==> src/rsmp_pkg.sv <==
// Shared types, constants and register codes for the linear interpolation resampler.
package rsmp_pkg;

  localparam int SAMPLE_W  = 16;
  localparam int RATE_W    = 18;
  localparam int CHAN_W    = 2;
  localparam int CFG_IDX_W = 2;

  localparam int MAX_FRAMES_LOG2_DEF = 24;
  localparam int MAX_RUN_DEF         = 64;

  // Blend numerator: sample times rate plus sample difference times fraction.
  localparam int BLEND_W     = SAMPLE_W + RATE_W + 3;
  localparam int BLEND_MAG_W = BLEND_W - 1;

  localparam logic [RATE_W-1:0] SRC_RATE_RST  = RATE_W'(48000);
  localparam logic [RATE_W-1:0] DST_RATE_RST  = RATE_W'(48000);
  localparam logic [CHAN_W-1:0] CHANNELS_RST  = CHAN_W'(2);
  localparam logic [CHAN_W-1:0] CHAN_MONO     = CHAN_W'(1);

  localparam logic [CFG_IDX_W-1:0] CFG_SRC_RATE = CFG_IDX_W'(0);
  localparam logic [CFG_IDX_W-1:0] CFG_DST_RATE = CFG_IDX_W'(1);
  localparam logic [CFG_IDX_W-1:0] CFG_CHANNELS = CFG_IDX_W'(2);

  typedef enum logic [3:0] {
    ST_IDLE,
    ST_COPY,
    ST_TOT_MUL,
    ST_TOT_DIV,
    ST_TOT_WAIT,
    ST_PEND,
    ST_POS_MUL,
    ST_POS_DIV,
    ST_POS_WAIT,
    ST_CHECK,
    ST_BLEND,
    ST_PLACE,
    ST_CAP_MUL,
    ST_CAP_DIV,
    ST_CAP_WAIT,
    ST_FINISH
  } seq_state_t;

  typedef struct packed {
    logic                       start;
    logic signed [SAMPLE_W-1:0] lo;
    logic signed [SAMPLE_W-1:0] hi;
    logic [RATE_W-1:0]          frac;
    logic [RATE_W-1:0]          den;
  } lane_req_t;

endpackage

==> src/rsmp_div.sv <==
// Restoring unsigned divider, one quotient bit per cycle.
module rsmp_div #(
  parameter int NUM_W = 44,
  parameter int DEN_W = 19
) (
  input  logic             clk,
  input  logic             rst,
  input  logic             start,
  input  logic [NUM_W-1:0] num,
  input  logic [DEN_W-1:0] den,
  output logic             done,
  output logic [NUM_W-1:0] quot,
  output logic [DEN_W-1:0] rem
);
  localparam int CNT_W = $clog2(NUM_W + 1);

  logic [NUM_W-1:0] sh;
  logic [DEN_W-1:0] pr;
  logic [DEN_W-1:0] dq;
  logic [CNT_W-1:0] cnt;
  logic             busy;
  logic [DEN_W:0]   trial;
  logic [DEN_W:0]   diff;
  logic             ge;

  always_comb begin
    trial = {pr, sh[NUM_W-1]};
    ge    = trial >= {1'b0, dq};
    diff  = trial - {1'b0, dq};
  end

  always_ff @(posedge clk) begin
    if (rst) begin
      busy <= 1'b0;
      done <= 1'b0;
      cnt  <= '0;
    end else begin
      done <= 1'b0;
      if (start) begin
        busy <= 1'b1;
        cnt  <= CNT_W'(NUM_W);
      end else if (busy) begin
        cnt <= cnt - CNT_W'(1);
        if (cnt == CNT_W'(1)) begin
          busy <= 1'b0;
          done <= 1'b1;
        end
      end
    end
  end

  always_ff @(posedge clk) begin
    if (start) begin
      sh <= num;
      pr <= '0;
      dq <= den;
    end else if (busy) begin
      sh <= {sh[NUM_W-2:0], ge};
      pr <= ge ? diff[DEN_W-1:0] : trial[DEN_W-1:0];
    end
  end

  assign quot = sh;
  assign rem  = pr;
endmodule

==> src/rsmp_lane.sv <==
// One channel lane: blends two samples by a rational fraction, truncating toward zero.
module rsmp_lane (
  input  logic                                clk,
  input  logic                                rst,
  input  rsmp_pkg::lane_req_t                 req,
  output logic                                done,
  output logic signed [rsmp_pkg::SAMPLE_W-1:0] value
);
  import rsmp_pkg::*;

  logic signed [BLEND_W-1:0]  p_base;
  logic signed [BLEND_W-1:0]  p_step;
  logic signed [SAMPLE_W:0]   delta;
  logic                       mul_v;
  logic signed [BLEND_W-1:0]  num;
  logic                       num_neg;
  logic [BLEND_W-1:0]         num_abs;
  logic                       neg_q;
  logic [BLEND_MAG_W-1:0]     quot;
  logic [RATE_W-1:0]          rem_unused;
  logic [SAMPLE_W-1:0]        q_lo;

  assign delta = {req.hi[SAMPLE_W-1], req.hi} - {req.lo[SAMPLE_W-1], req.lo};

  always_ff @(posedge clk) begin
    if (rst) begin
      mul_v <= 1'b0;
    end else begin
      mul_v <= req.start;
    end
  end

  always_ff @(posedge clk) begin
    if (req.start) begin
      p_base <= req.lo * $signed({1'b0, req.den});
      p_step <= delta * $signed({1'b0, req.frac});
    end
    if (mul_v) begin
      neg_q <= num_neg;
    end
  end

  always_comb begin
    num     = p_base + p_step;
    num_neg = num[BLEND_W-1];
    num_abs = num_neg ? BLEND_W'(-num) : BLEND_W'(num);
  end

  rsmp_div #(
    .NUM_W(BLEND_MAG_W),
    .DEN_W(RATE_W)
  ) u_div (
    .clk  (clk),
    .rst  (rst),
    .start(mul_v),
    .num  (num_abs[BLEND_MAG_W-1:0]),
    .den  (req.den),
    .done (done),
    .quot (quot),
    .rem  (rem_unused)
  );

  // The magnitude quotient never exceeds 32768, so the low bits carry it.
  assign q_lo  = quot[SAMPLE_W-1:0];
  assign value = neg_q ? $signed(-q_lo) : $signed(q_lo);
endmodule

==> config.mk <==
export PLATFORM = sky130hd
export DESIGN_NAME = rsmp_lane
export DESIGN_NICKNAME = d
export VERILOG_FILES = /design/src/rsmp_pkg.sv /design/src/rsmp_div.sv /design/src/rsmp_lane.sv
export SDC_FILE = /design/constraint.sdc
export NUM_CORES = 2
export LEC_CHECK = 0
export BUFFER_PORTS_ARGS = -buffer_cell sky130_fd_sc_hd__buf_4
export CAP_MARGIN = 5
export CORE_UTILIZATION = 50
export DETAILED_ROUTE_END_ITERATION = 8
export PLACE_DENSITY = 0.67
export SLEW_MARGIN = 10
export SYNTH_ARGS = -nofsm -noshare
export SYNTH_HDL_FRONTEND = slang
export SYNTH_SLANG_ARGS = --single-unit
==> constraint.sdc <==
create_clock -name clk -period 11.7 [get_ports clk]
set_input_delay 2.34 -clock clk [delete_from_list [all_inputs] [get_ports clk]]
set_output_delay 2.34 -clock clk [all_outputs]
set_load 0.1 [all_outputs]
; ---- After elaboration in Yosys (flattened, before gate mapping)
; Index checks and enable logic that the tools add are counted.
[classes]
n_addsub = 6
mul = 2
n_lt_le_gt_ge = 1
n_eq_ne = 1
n_mux = 11
n_bitwise = 1
n_reduce_logical = 3
[ops]
columns = op, count
row1 = 2-to-1 mux 36 bit, 3
row2 = adder 37 bit, 1
row3 = multiplier 17 x 19 -> 36 bit, 1
row4 = negation 36 bit, 1
row5 = multiplier 16 x 19 -> 35 bit, 1
row6 = greater-or-equal comparator 19 x 18 -> 1 bit, 1
row7 = 2-to-1 mux 18 bit, 1
row8 = subtractor 18 bit, 1
row9 = subtractor 16 x 16 -> 17 bit, 1
row10 = 2-to-1 mux 16 bit, 1
row11 = negation 16 bit, 1
row12 = 2-to-1 mux 6 bit, 2
row13 = "equality test 6 x 1 -> 1 bit, second input constant", 1
row14 = "subtractor 6 x 1 -> 6 bit, second input constant", 1
row15 = 2-to-1 mux 1 bit, 4
row16 = OR reduction 3 bit, 1
row17 = nonzero test 2 bit, 1
row18 = OR reduction 2 bit, 1
row19 = NOT 1 bit, 1
[word_totals]
regBits = 156
in_bits = 71
output_inout_bits = 17
elab_cells = 36

; ---- Depth between registers and ports, before layout
[logic_depth]
depth_word = 4
mapped_depth = 39

; ---- Hierarchy
; Synthesis repeated with hierarchy kept, for this count alone.
[hier_totals]
hier_cells = 3384
hier_area_um2 = 30742.0
[modules_own_cells]
columns = module, n_inst, cells_each, area_per_inst_um2, seq_area_each_um2
row1 = rsmp_lane, 1, 3037, 26678.1, 2182.1
row2 = rsmp_div, 1, 347, 4063.9, 2142.1

; ---- Least setup slack after synthesis
; Ideal clock, no wire load.
[synth_path]
kind = in2reg
from = input req[54] in the netlist's numbering
to = register p_step[34] (data pin)
setup_time_ns = 0.278
arrival_time_ns = 10.140
t_required_ns = 11.422
path_slack_ns = 1.282
stages = 36
cell_sequence = clkbuf_1 -> inv_1 -> ha_1 -> nor2b_1 -> o21ai_0 -> a21boi_0 -> o21ai_0 -> a21boi_0 -> o21ai_0 -> a21boi_0 -> o21a_1 -> o211a_1 -> or4_1 -> clkbuf_1 -> a31oi_1 -> fa_1 -> inv_1 -> fa_1 -> fa_1 -> inv_1 -> fa_1 -> fa_1 -> inv_1 -> fa_1 -> inv_1 -> ha_1 -> a21oi_1 -> o21bai_1 -> a21o_1 -> a21o_1 -> a21oi_1 -> o21bai_1 -> a21oi_1 -> a21oi_1 -> o41ai_1 -> o311ai_0
[synth_via]
elab_chain_len = 2
[synth_rtl]
columns = item, line_no
row1 = from (decl), rsmp_lane.sv:5  ; input rsmp_pkg::lane_req_t req,
row2 = subtractor 16 x 16 -> 17 bit, rsmp_lane.sv:23  ; assign delta = {req.hi[SAMPLE_W-1], req.hi} - {req.lo[SAMPLE_W-1], req.lo};
row3 = multiplier 17 x 19 -> 36 bit, rsmp_lane.sv:36  ; p_step <= delta * $signed({1'b0, req.frac});
row4 = to (signal assigned), rsmp_lane.sv:36
row5 = to (decl), rsmp_lane.sv:12  ; logic signed [BLEND_W-1:0] p_step;
; Every way passes these cells.
; A chain may end at the register's enable or synchronous reset.

; ---- Final worst setup path
[layout_path]
from = input req[54] in the netlist's numbering
to = register p_step[32] (data pin)
; The elaborated chain is that of the path after synthesis.

==> results.toml <==
[status]
run_status = "finished clean"

[floorplanning]
io_pins = 88
die-area_sq_um = 63900
rows = 91
die_w_um = 253
fp.coreArea_sq_um = 61900
die_h_um = 253
start_util = 0.507

[synthesis]
syn_area_sq_um = 31400
yosys_warnings = 0
synth-edff-count = 126
ys_ff_latch = 153
ys_types = 85
synth_nets = 4451
ys_seq_area_frac = 0.138
synthCells = 3586
async_flop_share = 0
avgSynthCellArea_sq_um = 8.76
synthFlopType = "edfxtp_1"

[clocking]
clock_sinks = 153
cts-htree-levels = 4
postCtsSetupBuffers = 0
clockBufferDepth = 2
postCtsHoldBufs = 0
cts-buffers-inserted = 17
clkSlewWorstSetupHoldPaths_ns = 0.07
clock_latency_ns = 0.43
cts_tree = "done"
cts_root_buffer = "clkbuf_16"

[critical_path]
crit_arrival_ns = 11.22
crit_required_ns = 11.95
cpPeakStageDelay_ns = 0.66
cp-start-kind = "primary input"
path_delay_family = "compound AO/OA/AOI/OAI gates"
worst-path-buf-inv = 6
crit_path_frequent_cell = "fa_1"
path_max_fanout = 19
slowest_stage = "or4_1"
critPathKind = "in2reg"
worst_setup_path_end_kind = "register"

[route]
drc = 0
wl_per_cell_um = 18.1
avgViaCountPerCell = 5.55
routed_wl_mm = 80.1
firstDrtPassIters = 5
vias = 24500
drt-initial-drc-count = 1609
final_antenna_net_count = 0

[global_route]
grt_pass1_vias = 25000
grt_max_degree = 73
grt_pass1_wl_mm = 131
grt-ovfl-total = 0
antenna_found_initial = 0
grt_usage = 0.260

[timing]
finalSetupTns_ns = 0
finalCriticalPeriod_ns = 10.97
final-setup-viol-count = 0
fmax_mhz = 91.1
maxSlewHeadroom = 0.297
period_share = 0.938
hold_violations = 0
tightest_slew_ns = 1.04
finalClockSkew_ns = 0.00867
rsz0062_at_grt = "false"
slew_viol_final = 0

[cells_and_area]
area_growth_pct = 6.33
nNetsFinal = 4436
n_antenna_cell = 0
drive_gt1_frac = 0.0544

[place]
port_buffers = 87
place_congestion = 0.927
dp_hpwl_mm = 63.9

[min_path]
hold_path_class = "reg2reg"

[run]
maxCapViolCount = 0
[cell families (layout without fill, tap and decap cells)]
family          after synthesis  count (layout)  synth area share
simple gates               1101            1101             0.171
buf+inv                     843             841             0.102
fa+ha+maj                   794             794             0.427
compound gates              552             552             0.122
flops                       153             153             0.138
xor+xnor                    136             136            0.0379
mux                           7               7           0.00239
[routing by layer]
layer  vias up  share of wire  track usage
li1      11700              -            -
met3       127          0.058       0.0338
met4         0          0.030       0.0809
met1     12000           0.44        0.351
met5         -              0            0
met2       702           0.47        0.435
[state kept, by name, summed over array words and instances (netlist names)]
| signal | cells |
|---|---|
| mul_v | 1 |
| u_div.done | 1 |
| u_div.cnt | 6 |
| u_div.quot | 36 |
| p_base | 35 |
| p_step | 36 |
| u_div.dq | 18 |
| u_div.rem | 18 |
| u_div.busy | 1 |
| neg_q | 1 |
[worst register-to-register path: cells and delay by family (launching register included)]
family,cells,cell delay (ns)
xor gates and xnor gates,1,0.18
and+or+nand+nor,5,1.82
adders and majority gates,2,0.71
DFF,1,0.47
AOI/OAI and AO/OA,5,1.67
[repair_timing]
action                                  in CTS  in global routing
hold endpoints to repair                     0                  0
gates resized for setup                      0                  1
endpoints found under the setup margin       0                  2
[cell type report]
class / count / area, sq um
inverters: 678 / 2540
flip-flops and latches: 153 / 4330
well taps: 837 / 1050
fillers: 5907 / 28500
multi-input cells: 2590 / 23900
repair buffers: 131 / 983
clock inverters: 14 / 148
clock buffers: 18 / 439
[worst paths after layout]
kind,start,to,slack (ns),cells past startpoint
worst min register to register,u_div.rem[17],u_div.rem[17],0.47,2
worst max-delay path,req[54],p_step[32],0.73,35
worst min-delay path,u_div.rem[17],u_div.rem[17],0.47,2
worst max register to register,p_step[0],u_div.quot[35],6.66,13
[layout by cell type, fill, tap and decap left out, types with 30 or more instances in the layout]
cell,instances
a21o_1,41
ha_1,330
nor2b_1,30
nand2b_1,33
a211oi_1,31
o31ai_1,30
xnor2_1,91
nand2_1,389
inv_1,677
a21oi_1,130
nor2_1,174
buf_4,131
and3_1,45
nor3_1,57
edfxtp_1,126
xor2_1,45
and2_1,192
fa_1,464
nand3_1,97
o21ai_0,87
[metrics by stage]
step                      instance area, sq um  hold WS [ns]  cells   util  setup slack (ns)
final                                    33400         0.470   4421  0.540             0.727
after global routing                     33400         0.494   4421  0.540            0.0572
after CTS                                33400         0.474   4421  0.539             0.685
after detailed placement                 32800         0.464   4389  0.530             0.236
after global placement                   32800         0.464   4389  0.530             0.415
after floorplan                          31400         0.439   3586      -              1.28
[synth_stat cells (57+ instances only)]
| cell type | instances | area, sq um |
|---|---|---|
| xnor2_1 | 91 | 797 |
| inv_1 | 677 | 2540 |
| fa_1 | 464 | 9290 |
| o21ai_0 | 87 | 435 |
| nand2_1 | 389 | 1460 |
| nor2_1 | 174 | 653 |
| nand3_1 | 97 | 485 |
| and2_1 | 192 | 1200 |
| nor3_1 | 57 | 285 |
| edfxtp_1 | 126 | 3780 |
| ha_1 | 330 | 4130 |
| clkbuf_1 | 152 | 571 |
| a21oi_1 | 130 | 651 |
Power is left out: the tool's default activity adds up to more than one toggle a clock period on the data nets, which glitch-free logic cannot reach.
