[src/rsmp_div.sv]
// Restoring unsigned divider, one quotient bit per cycle.
module rsmp_div #(
  parameter int NUM_W = 44,
  parameter int DEN_W = 19
) (
  input  logic             clk,
  input  logic             rst,
  input  logic             start,
  input  logic [NUM_W-1:0] num,
  input  logic [DEN_W-1:0] den,
  output logic             done,
  output logic [NUM_W-1:0] quot,
  output logic [DEN_W-1:0] rem
);
  localparam int CNT_W = $clog2(NUM_W + 1);

  logic [NUM_W-1:0] sh;
  logic [DEN_W-1:0] pr;
  logic [DEN_W-1:0] dq;
  logic [CNT_W-1:0] cnt;
  logic             busy;
  logic [DEN_W:0]   trial;
  logic [DEN_W:0]   diff;
  logic             ge;

  always_comb begin
    trial = {pr, sh[NUM_W-1]};
    ge    = trial >= {1'b0, dq};
    diff  = trial - {1'b0, dq};
  end

  always_ff @(posedge clk) begin
    if (rst) begin
      busy <= 1'b0;
      done <= 1'b0;
      cnt  <= '0;
    end else begin
      done <= 1'b0;
      if (start) begin
        busy <= 1'b1;
        cnt  <= CNT_W'(NUM_W);
      end else if (busy) begin
        cnt <= cnt - CNT_W'(1);
        if (cnt == CNT_W'(1)) begin
          busy <= 1'b0;
          done <= 1'b1;
        end
      end
    end
  end

  always_ff @(posedge clk) begin
    if (start) begin
      sh <= num;
      pr <= '0;
      dq <= den;
    end else if (busy) begin
      sh <= {sh[NUM_W-2:0], ge};
      pr <= ge ? diff[DEN_W-1:0] : trial[DEN_W-1:0];
    end
  end

  assign quot = sh;
  assign rem  = pr;
endmodule

[config.mk]
export PLATFORM = sky130hd
export DESIGN_NAME = rsmp_div
export DESIGN_NICKNAME = d
export VERILOG_FILES = /design/src/rsmp_div.sv
export SDC_FILE = /design/constraint.sdc
export NUM_CORES = 1
export LEC_CHECK = 0
export BUFFER_PORTS_ARGS = -buffer_cell sky130_fd_sc_hd__buf_2
export CORE_ASPECT_RATIO = 1.4
export CORE_UTILIZATION = 25
export CTS_CLUSTER_DIAMETER = 40
export DETAILED_ROUTE_END_ITERATION = 8
export SLEW_MARGIN = 0
export SYNTH_ARGS = -nofsm -noshare
export SYNTH_HDL_FRONTEND = slang
export SYNTH_SLANG_ARGS = --single-unit
export TNS_END_PERCENT = 10
[constraint.sdc]
create_clock -name clk -period 2.85 [get_ports clk]
set_clock_uncertainty 0.1 [all_clocks]
set_input_delay 0 -clock clk [delete_from_list [all_inputs] [get_ports clk]]
set_output_delay 0 -clock clk [all_outputs]
set_load 0.02 [all_outputs]
---- Word level (Yosys, flattened, before mapping) ----
Cells that the tools add are included.
word-level totals
  bits in read-only memories .............. 0
  latch bits .............................. 0
  bits in registers ....................... 90
  RAM bits ................................ 0
  memories kept ........................... 0
  input port bits ......................... 66
cells by class
  shift-type cells ........................ 0
  add/sub/neg operators ................... 2
  multiplexer cells ....................... 9
  divide/modulo/power cells ............... 0
  reduce and logical (&&, ||, !) cells .... 3
  equal/unequal tests ..................... 1
  $mul .................................... 0
  bitwise gates (word level) .............. 1
  order comparisons ....................... 1
operators with widths
  operator                                          number
  two-way mux 44 bit                                2
  >= comparator 20 x 19 -> 1 bit                    1
  two-way mux 19 bit                                1
  subtractor 19 bit                                 1
  two-way mux 6 bit                                 2
  == test 6 x 1 -> 1 bit, second input constant     1
  subtractor 6 x 1 -> 6 bit, second input constant  1
  two-way mux 1 bit                                 4
  OR reduction 3 bit                                1
  nonzero test 2 bit                                1
  OR reduction 2 bit                                1
  NOT 1 bit                                         1

---- Depth between registers and ports, before layout ----
Gate-level depths: netlist of run 1.
  word-level depth ........................ 4
  gate-level depth with buffers ........... 11
  gate-level depth less buffers ........... 10

---- Worst setup path before layout of run 1 ----
No wires, ideal clock.
  kind .................................... reg-to-reg
  start ................................... register sh[43] (netlist: quot[43])
  end ..................................... register pr[15] (netlist: rem[15])
  required time ........................... 2.688 ns
  setup time .............................. 0.062 ns
  arrival time ............................ 2.554 ns
  setup slack ............................. 0.134 ns
  cell stages (with the launch flop) ...... 11
  clock period less this slack ............ 2.716 ns
  buffers on the path ..................... 0
  path through ............................ edfxtp_1 > inv_1 > ha_1 > fa_1 > nand2b_1 > a21oi_1 > o21ai_0 > o21ai_1 > o21ai_2 > or4_1 > nand3_1
between the ends
  longest elaborated chain between the ends .. 2
ends and longest elaborated chain
  element                                                                     RTL line  RTL
  start, declared                                                             17        logic [NUM_W-1:0] sh;
  start signal, assigned                                                      54        sh <= num;
  start signal, assigned                                                      58        sh <= {sh[NUM_W-2:0], ge};
  subtractor 19 bit / >= comparator 20 x 19 -> 1 bit (equally long branches)  29, 28
  two-way mux 19 bit (*)                                                      59        pr <= ge ? diff[DEN_W-1:0] : trial[DEN_W-1:0];
  end signal, assigned                                                        59
  end, declared                                                               18        logic [DEN_W-1:0] pr;
Mark *: on every way between the ends. The rest lies on a longest branch, timed or not.
A chain may end at the register's enable or synchronous reset.

---- Worst setup path after layout of run 1 ----
  start ................................... register sh[43] (netlist: quot[43])
  end ..................................... register pr[17] (netlist: rem[17])
The elaborated chain is that of the path after synthesis.

==> flow_summary.toml, run 1 <==
[floorplan]
core.rowCount = 58
io-pin-count = 130
die_h_um = 163
initial_cell_density_of_the_core = 0.257
die_area_um2 = 19100
chipWidth_um = 117
coreArea_um2 = 18100

[clock_network]
cts_bufs_inserted = 9
clock_sink_count = 90
maximum_number_of_buffers_from_clock_root_to_sink = 2
htree_levels = 3
cts.root.buffer_cell = "clkbuf_16"
clkTransAtPathRegs_ns = 0.07
insertion_delay_of_the_later_clocked_pin_in_the_worst_skew_pair_ns = 0.34
tritoncts = "done"

[logic_synthesis]
postSynthAreaPerCell_um2 = 11.5
synthDominantAreaCellType = "edfxtp_1"
syn_inst = 403
yosysWarnings = 0
top_area_cell_type_share_of_the_netlist_area = 0.408
post_synth_main_area_contributors = "edfxtp_1 41%, dfxtp_1 12%, mux2_2 11%"
synth-edff-count = 63
yosysSeqAreaShare = 0.524
syn_area_um2 = 4640
async_flop_share = 0
yosys.cell_types.count = 48
synthesized_netlist_net_count = 491
postSynthRegisterBits = 90
synth_ff_type = "edfxtp_1"

[timing]
layout_setup_ws_ns = 0.191
finalWorstPathRequiredPeriod_ns = 2.66
finalSetupViolations = 0
timing.max_slew.rel_slack = 0.607
finalHoldViolations = 0
pin_slew_with_the_least_headroom_to_its_limit_ns = 0.589
setup_total_negative_slack_ns = 0
rsz_0062_raised_after_global_routing = "false"
clock.fmax_ghz = 0.376
finalMaxSlewViolations = 0
post-route-period-util = 0.933

[critical_path]
timing.critical_path.arrival_ns = 2.82
regToRegStartpoint = "quot[43]$_DFFE_PP_"
critical_path_cell_by_cell = "inv_1 > ha_1 > fa_1 > nand2b_1 > a21oi_2 > o21ai_2 > o21ai_1 > o21ai_2 > buf_4 > or2_1 > o21ai_1"
critical_path.startpoint = "quot[43]$_DFFE_PP_"
crit_path_max_fanout = 14
max_stage_delay_ns = 0.39
reg2reg_setup_slack_ns = 0.19
critical-path-slowest-cell = "fa_1"
setup.worst_path.start_class = "register"
timing.critical_path.required_ns = 3.01
worstSetupPathType = "reg2reg"
crit_path_end_kind = "register"

[detailed_routing]
drt-initial-drc-count = 145
routed-via-count = 3793
route.final.wire_length_mm = 12.2
dr_drc_count = 0
wl_per_cell_um = 14.4
via_per_inst = 4.47
dr.pass1.iters = 4
final_antenna_net_count = 0

[power]
pwr_density_cell_nw_per_um2 = 535
power_leakage_nw = 2.86
vdd_drop_max_uv = 302

[place]
port-buffer-count = 129
finalWeightedCongestion = 0.848
dp.final_hpwl_mm = 8.59
place_ws_ns = 0.0927
placed_cells = 767

[finish]
n_antenna_cell = 0
area_growth_syn_to_layout_pct = 41.3
mostFrequentLayoutCells = "128 x buf_2, 64 x dlygate4sd3_1, 63 x edfxtp_1"
final_common_cell = "buf_2"
final_cells = 848
drive_gt1_frac = 0.344
nNetsFinal = 691

[outcome]
run_status = "finished clean"

[grt]
grt_first_pass_wirelength_mm = 19.8
gr-usage-all-layers = 0.135
globalRoute.totalOverflow = 0
pin_count_of_the_biggest_net_entering_global_routing = 45
antenna_found_initial = 0
first_global_vias = 4087

[job]
cap_violations = 0

[min_path]
hold_path.class = "in2reg"
hold_start = "start"
logic make-up after synthesis:
group | after synthesis | share of synthesized area
multiplexers | 58 | 0.137
adder cells (fa/ha/maj) | 22 | 0.0609
buffers and inverters | 42 | 0.0356
AND/OR/NAND/NOR | 90 | 0.0909
AO/OA/AOI/OAI | 80 | 0.112
flip-flops | 90 | 0.524
XOR/XNOR | 21 | 0.0396
sequential cells by signal (all words and copies together), names as in the netlist:
register	count
quot	44
dq	19
cnt	6
rem	19
done	1
busy	1
report_power, final:
| part | switching, mW | leakage, nW | internal, mW | total [mW] |
|---|---|---|---|---|
| combinational | 0.389 | 1.87 | 0.324 | 0.713 |
| sequential | 0.0598 | 0.850 | 1.53 | 1.59 |
| clock | 0.527 | 0.139 | 0.678 | 1.20 |
metrics by stage:
stage / power, mW / cell area (um2) / util / hold WS, ns
after global placement: 2.24 / 5610 / 0.310 / 0.0803
final: 3.51 / 6560 / 0.363 / 0.0613
after detailed placement: 2.26 / 5610 / 0.310 / 0.0785
after floorplan: 2.03 / 4640 / - / -0.00113
after global routing: 3.67 / 6560 / 0.363 / 0.0705
after CTS: 3.54 / 6540 / 0.362 / 0.0516
cells in the mapped netlist, types with 2 or more instances:
cell	count
buf_2	3
buf_1	3
o21a_1	2
or4_1	2
o311ai_0	2
o21ai_1	8
o31ai_1	3
a21o_1	6
nor4b_1	2
clkbuf_1	10
ha_1	21
nor3_1	7
a21oi_1	17
o21ai_0	14
nand3_1	5
nand2b_1	6
mux2_2	44
xnor2_1	9
inv_1	25
edfxtp_1	63
a211oi_1	11
mux2i_1	14
dfxtp_1	27
a22oi_1	2
nor2_1	29
o211ai_1	7
xor2_1	12
nand2_1	29
what timing repair did:
item | 4_1_cts | 5_1_grt
endpoints found under the setup margin | 0 | 17
resized for setup | 0 | 3
hold buffers | 64 | 0
hold endpoints to repair | 71 | 0
buffers inserted | 0 | 1
area by class of cell:
| cell class | count | area [um2] |
|---|---|---|
| Clock buffer | 9 | 225 |
| Clock inverter | 7 | 68.8 |
| Fill cell | 1779 | 11500 |
| Inverter | 25 | 93.8 |
| Multi-Input combinational cell | 271 | 2050 |
| Sequential cell | 90 | 2430 |
| Tap cell | 240 | 300 |
| Timing Repair Buffer | 206 | 1390 |
critical path, delay by kind of cell, from the launching register on:
family	cells	cell delay, ns
buffers and inverters	2	0.27
AOI/OAI and AO/OA	5	0.78
adders and majority gates	2	0.61
and+or+nand+nor	2	0.46
DFF	1	0.37
per-layer routing:
metal,share of wire,track usage
met2,0.52,0.242
met1,0.40,0.149
met4,0.012,0.0466
met3,0.060,0.0401
met5,0,0
path summary, 6_finish.rpt:
check | end | cells after the start
worst max-delay path | rem[17]$_SDFFE_PP0P_ | 11
worst min-delay path | dq[11]$_DFFE_PP_ | 1
worst max register to register | rem[17]$_SDFFE_PP0P_ | 11
worst min register to register | rem[11]$_SDFFE_PP0P_ | 2
No activity file was read; power rests on OpenSTA's default activity.
==> run 2: changes to the inputs <==
--- a/config.mk
+++ b/config.mk
@@ -5,6 +5,7 @@
 export SDC_FILE = /design/constraint.sdc
 export NUM_CORES = 1
 export LEC_CHECK = 0
+export ABC_AREA = 1
 export BUFFER_PORTS_ARGS = -buffer_cell sky130_fd_sc_hd__buf_2
 export CORE_ASPECT_RATIO = 1.4
 export CORE_UTILIZATION = 25
==> constraint.sdc (replaced) <==
create_clock -name clk -period 2.5 [get_ports clk]
set_clock_uncertainty 0.1 [all_clocks]
set_input_delay 0 -clock clk [delete_from_list [all_inputs] [get_ports clk]]
set_output_delay 0 -clock clk [all_outputs]
set_load 0.02 [all_outputs]
==> flow_summary.toml, run 2 <==
[detailed_routing]
final_antenna_net_count = 0
drt-initial-drc-count = 146
dr_drc_count = 0
dr.pass1.iters = 4
wl_per_cell_um = 12.9
route.final.wire_length_mm = 14.2
routed-via-count = 4671
via_per_inst = 4.23

[logic_synthesis]
muxShareOfSynthArea = 0
syn_area_um2 = 5040
yosysWarnings = 0
synthesized_netlist_net_count = 728
yosysSeqAreaShare = 0.483
yosys.cell_types.count = 34
synth_ff_type = "edfxtp_1"
synth_xor_area_frac = 0.0174
syn_inst = 640
synthAdderAreaFrac = 0.0561
top_area_cell_type_share_of_the_netlist_area = 0.375
synth_simple_gate_area_share = 0.319
synth_compound_gate_area_share = 0.0360
postSynthRegisterBits = 90
post_synth_main_area_contributors = "edfxtp_1 38%, nand2_1 20%, dfxtp_1 11%"
async_flop_share = 0
postSynthAreaPerCell_um2 = 7.87
synthDominantAreaCellType = "edfxtp_1"
ys_top_cells_by_count = "274 x nand2_1, 87 x inv_1, 63 x edfxtp_1, 40 x nand3_1, 27 x dfxtp_1"
largest_family_of_logic_cells_by_synthesized_area = "simple AND/OR/NAND/NOR gates"
synth-edff-count = 63
synthMostInstantiatedCell = "nand2_1"

[grt]
gr-usage-all-layers = 0.144
first_global_vias = 4738
antenna_found_initial = 0
pin_count_of_the_biggest_net_entering_global_routing = 47
globalRoute.totalOverflow = 0
grt_first_pass_wirelength_mm = 23.0

[clock_network]
insertion_delay_of_the_later_clocked_pin_in_the_worst_skew_pair_ns = 0.35
clock_sink_count = 90
tritoncts = "done"
cts.root.buffer_cell = "clkbuf_16"
htree_levels = 3
clkTransAtPathRegs_ns = 0.06
cts_bufs_inserted = 9
maximum_number_of_buffers_from_clock_root_to_sink = 2

[floorplan]
die_area_um2 = 20700
die_h_um = 170
core.rowCount = 61
coreArea_um2 = 19800
io-pin-count = 130
initial_cell_density_of_the_core = 0.254
chipWidth_um = 122

[place]
detailed_place.area_um2 = 6020
dp.final_hpwl_mm = 10.2
finalWeightedCongestion = 0.866
port-buffer-count = 129

[timing]
finalHoldViolations = 0
finalHoldWorstSlack_ns = 0.265
rsz_0062_raised_after_global_routing = "false"
finalMaxSlewViolations = 0
finalWorstPathRequiredPeriod_ns = 2.31
clock.fmax_ghz = 0.434
timing.max_slew.rel_slack = 0.633
setup_total_negative_slack_ns = 0
post-route-period-util = 0.922
finalSetupViolations = 0
pin_slew_with_the_least_headroom_to_its_limit_ns = 0.545

[power]
vdd_drop_max_uv = 239
netSwitchingPower_mw = 1.01
net_switching_fraction_of_the_power = 0.266
power_leakage_nw = 3.58
pwr_total_mw = 3.80
p_comb_frac = 0.168
pwr-share-clk = 0.361
power.internal_mw = 2.79
pwr_density_cell_nw_per_um2 = 542
seq_power_share = 0.470

[critical_path]
timing.critical_path.max_delay_family = "simple AND/OR/NAND/NOR gates"
max_stage_delay_ns = 0.39
reg2reg_setup_slack_ns = 0.19
cp_num_cells = 12
worstSetupPathType = "reg2reg"
worstPathBufferInverterCount = 2
setup.worst_path.start_class = "register"
crit_path_end_kind = "register"
timing.critical_path.arrival_ns = 2.47
worst-r2r-cell-count = 12
timing.critical_path.required_ns = 2.66
crit_path_max_fanout = 16
regToRegStartpoint = "quot[43]$_DFFE_PP_"
critical-path-slowest-cell = "fa_1"
critical_path_cell_by_cell = "inv_1 > ha_1 > fa_1 > nand3b_1 > nand2_1 > nand3_1 > nand3_2 > nand2_4 > buf_12 > nand3_1 > nand3_1 > o21ai_0"
critical_path.startpoint = "quot[43]$_DFFE_PP_"
cell_occurring_most_often_along_the_worst_timing_path = "nand3_1"

[min_path]
hold_path.class = "in2reg"
worst_hold_path.num_cells = 2
hold_start = "den[13]"

[finish]
area_growth_syn_to_layout_pct = 39.2
n_antenna_cell = 0
layout.cell_area.non_filler_um2 = 7010
drive_gt1_frac = 0.208
final_common_cell = "nand2_1"
nNetsFinal = 936
final.fill_count = 2085
max_ffs_per_register = 44
mostFrequentLayoutCells = "274 x nand2_1, 129 x buf_2, 87 x inv_1"

[outcome]
run_status = "finished clean"

[job]
cap_violations = 0
## run 2: cell count changes after synthesis, sizes merged, moves of 6 or more
cell	previous run	this run
o211ai	7	0
nand3b	0	13
nand2	29	280
a21o	6	0
nand2b	6	0
xor2	12	3
o21ai	23	15
nand3	6	44
a211oi	11	2
mux2	44	0
inv	25	87
mux2i	14	0
## run 2: worst register-to-register path: stages, from the launching register on
cell and delay, ns:
edfxtp_1 0.34, inv_1 0.06, ha_1 0.23, fa_1 0.39
nand3b_1 0.22, nand2_1 0.12, nand3_1 0.11, nand3_2 0.11
nand2_4 0.11, buf_12 0.20, nand3_1 0.08, nand3_1 0.07
o21ai_0 0.09
## run 2: through the flow
stage | setup slack [ns] | cells | util
floorplan | 0.184 | 640 | -
global placement | 0.218 | 1018 | 0.303
detailed placement | 0.193 | 1018 | 0.303
CTS | 0.180 | 1098 | 0.351
global route | 0.0261 | 1104 | 0.353
finish | 0.194 | 1104 | 0.353
## run 2: power groups by stage
stage	sequential (mW)	clock (mW)	combinational, mW
global placement	1.82	0	0.562
global route	1.80	1.48	0.714
floorplan	1.91	0	0.247
CTS	1.79	1.42	0.645
detailed placement	1.81	0	0.565
finish	1.79	1.37	0.640
## run 2: cells by family after synthesis
logic type / count (synthesis)
simple gates: 377
fa+ha+maj: 22
flops: 90
compound gates: 34
xor+xnor: 10
buf+inv: 107
## run 2: final timing paths
path	endpoint
setup / recovery	rem[3]$_SDFFE_PP0P_
setup reg to reg	rem[3]$_SDFFE_PP0P_
hold reg to reg	rem[12]$_SDFFE_PP0P_
hold / removal	dq[13]$_DFFE_PP_
## run 2: layer usage
layer,track usage,part of all wire,vias up
met1,0.156,0.41,2091
met5,0,0,-
met2,0.264,0.52,121
li1,-,-,2432
met3,0.0308,0.043,27
met4,0.0628,0.030,0
## run 2: cell type report
type / count / area [um2] / share of cell area
multi-input cells: 444 / 2170 / 0.310
flip-flops and latches: 90 / 2430 / 0.347
inverters: 90 / 338 / 0.0482
repair buffers: 213 / 1460 / 0.209
well taps: 252 / 315 / 0.0450
clock inverters: 3 / 41.3 / 0.00589
clock buffers: 12 / 246 / 0.0352
## run 2: repair_timing
| action | in CTS | in global routing |
|---|---|---|
| endpoints found under the setup margin | 0 | 1 |
| hold buffers | 65 | 0 |
| hold endpoints to repair | 72 | 0 |
| setup buffers | 0 | 5 |
| gates resized for setup | 0 | 1 |
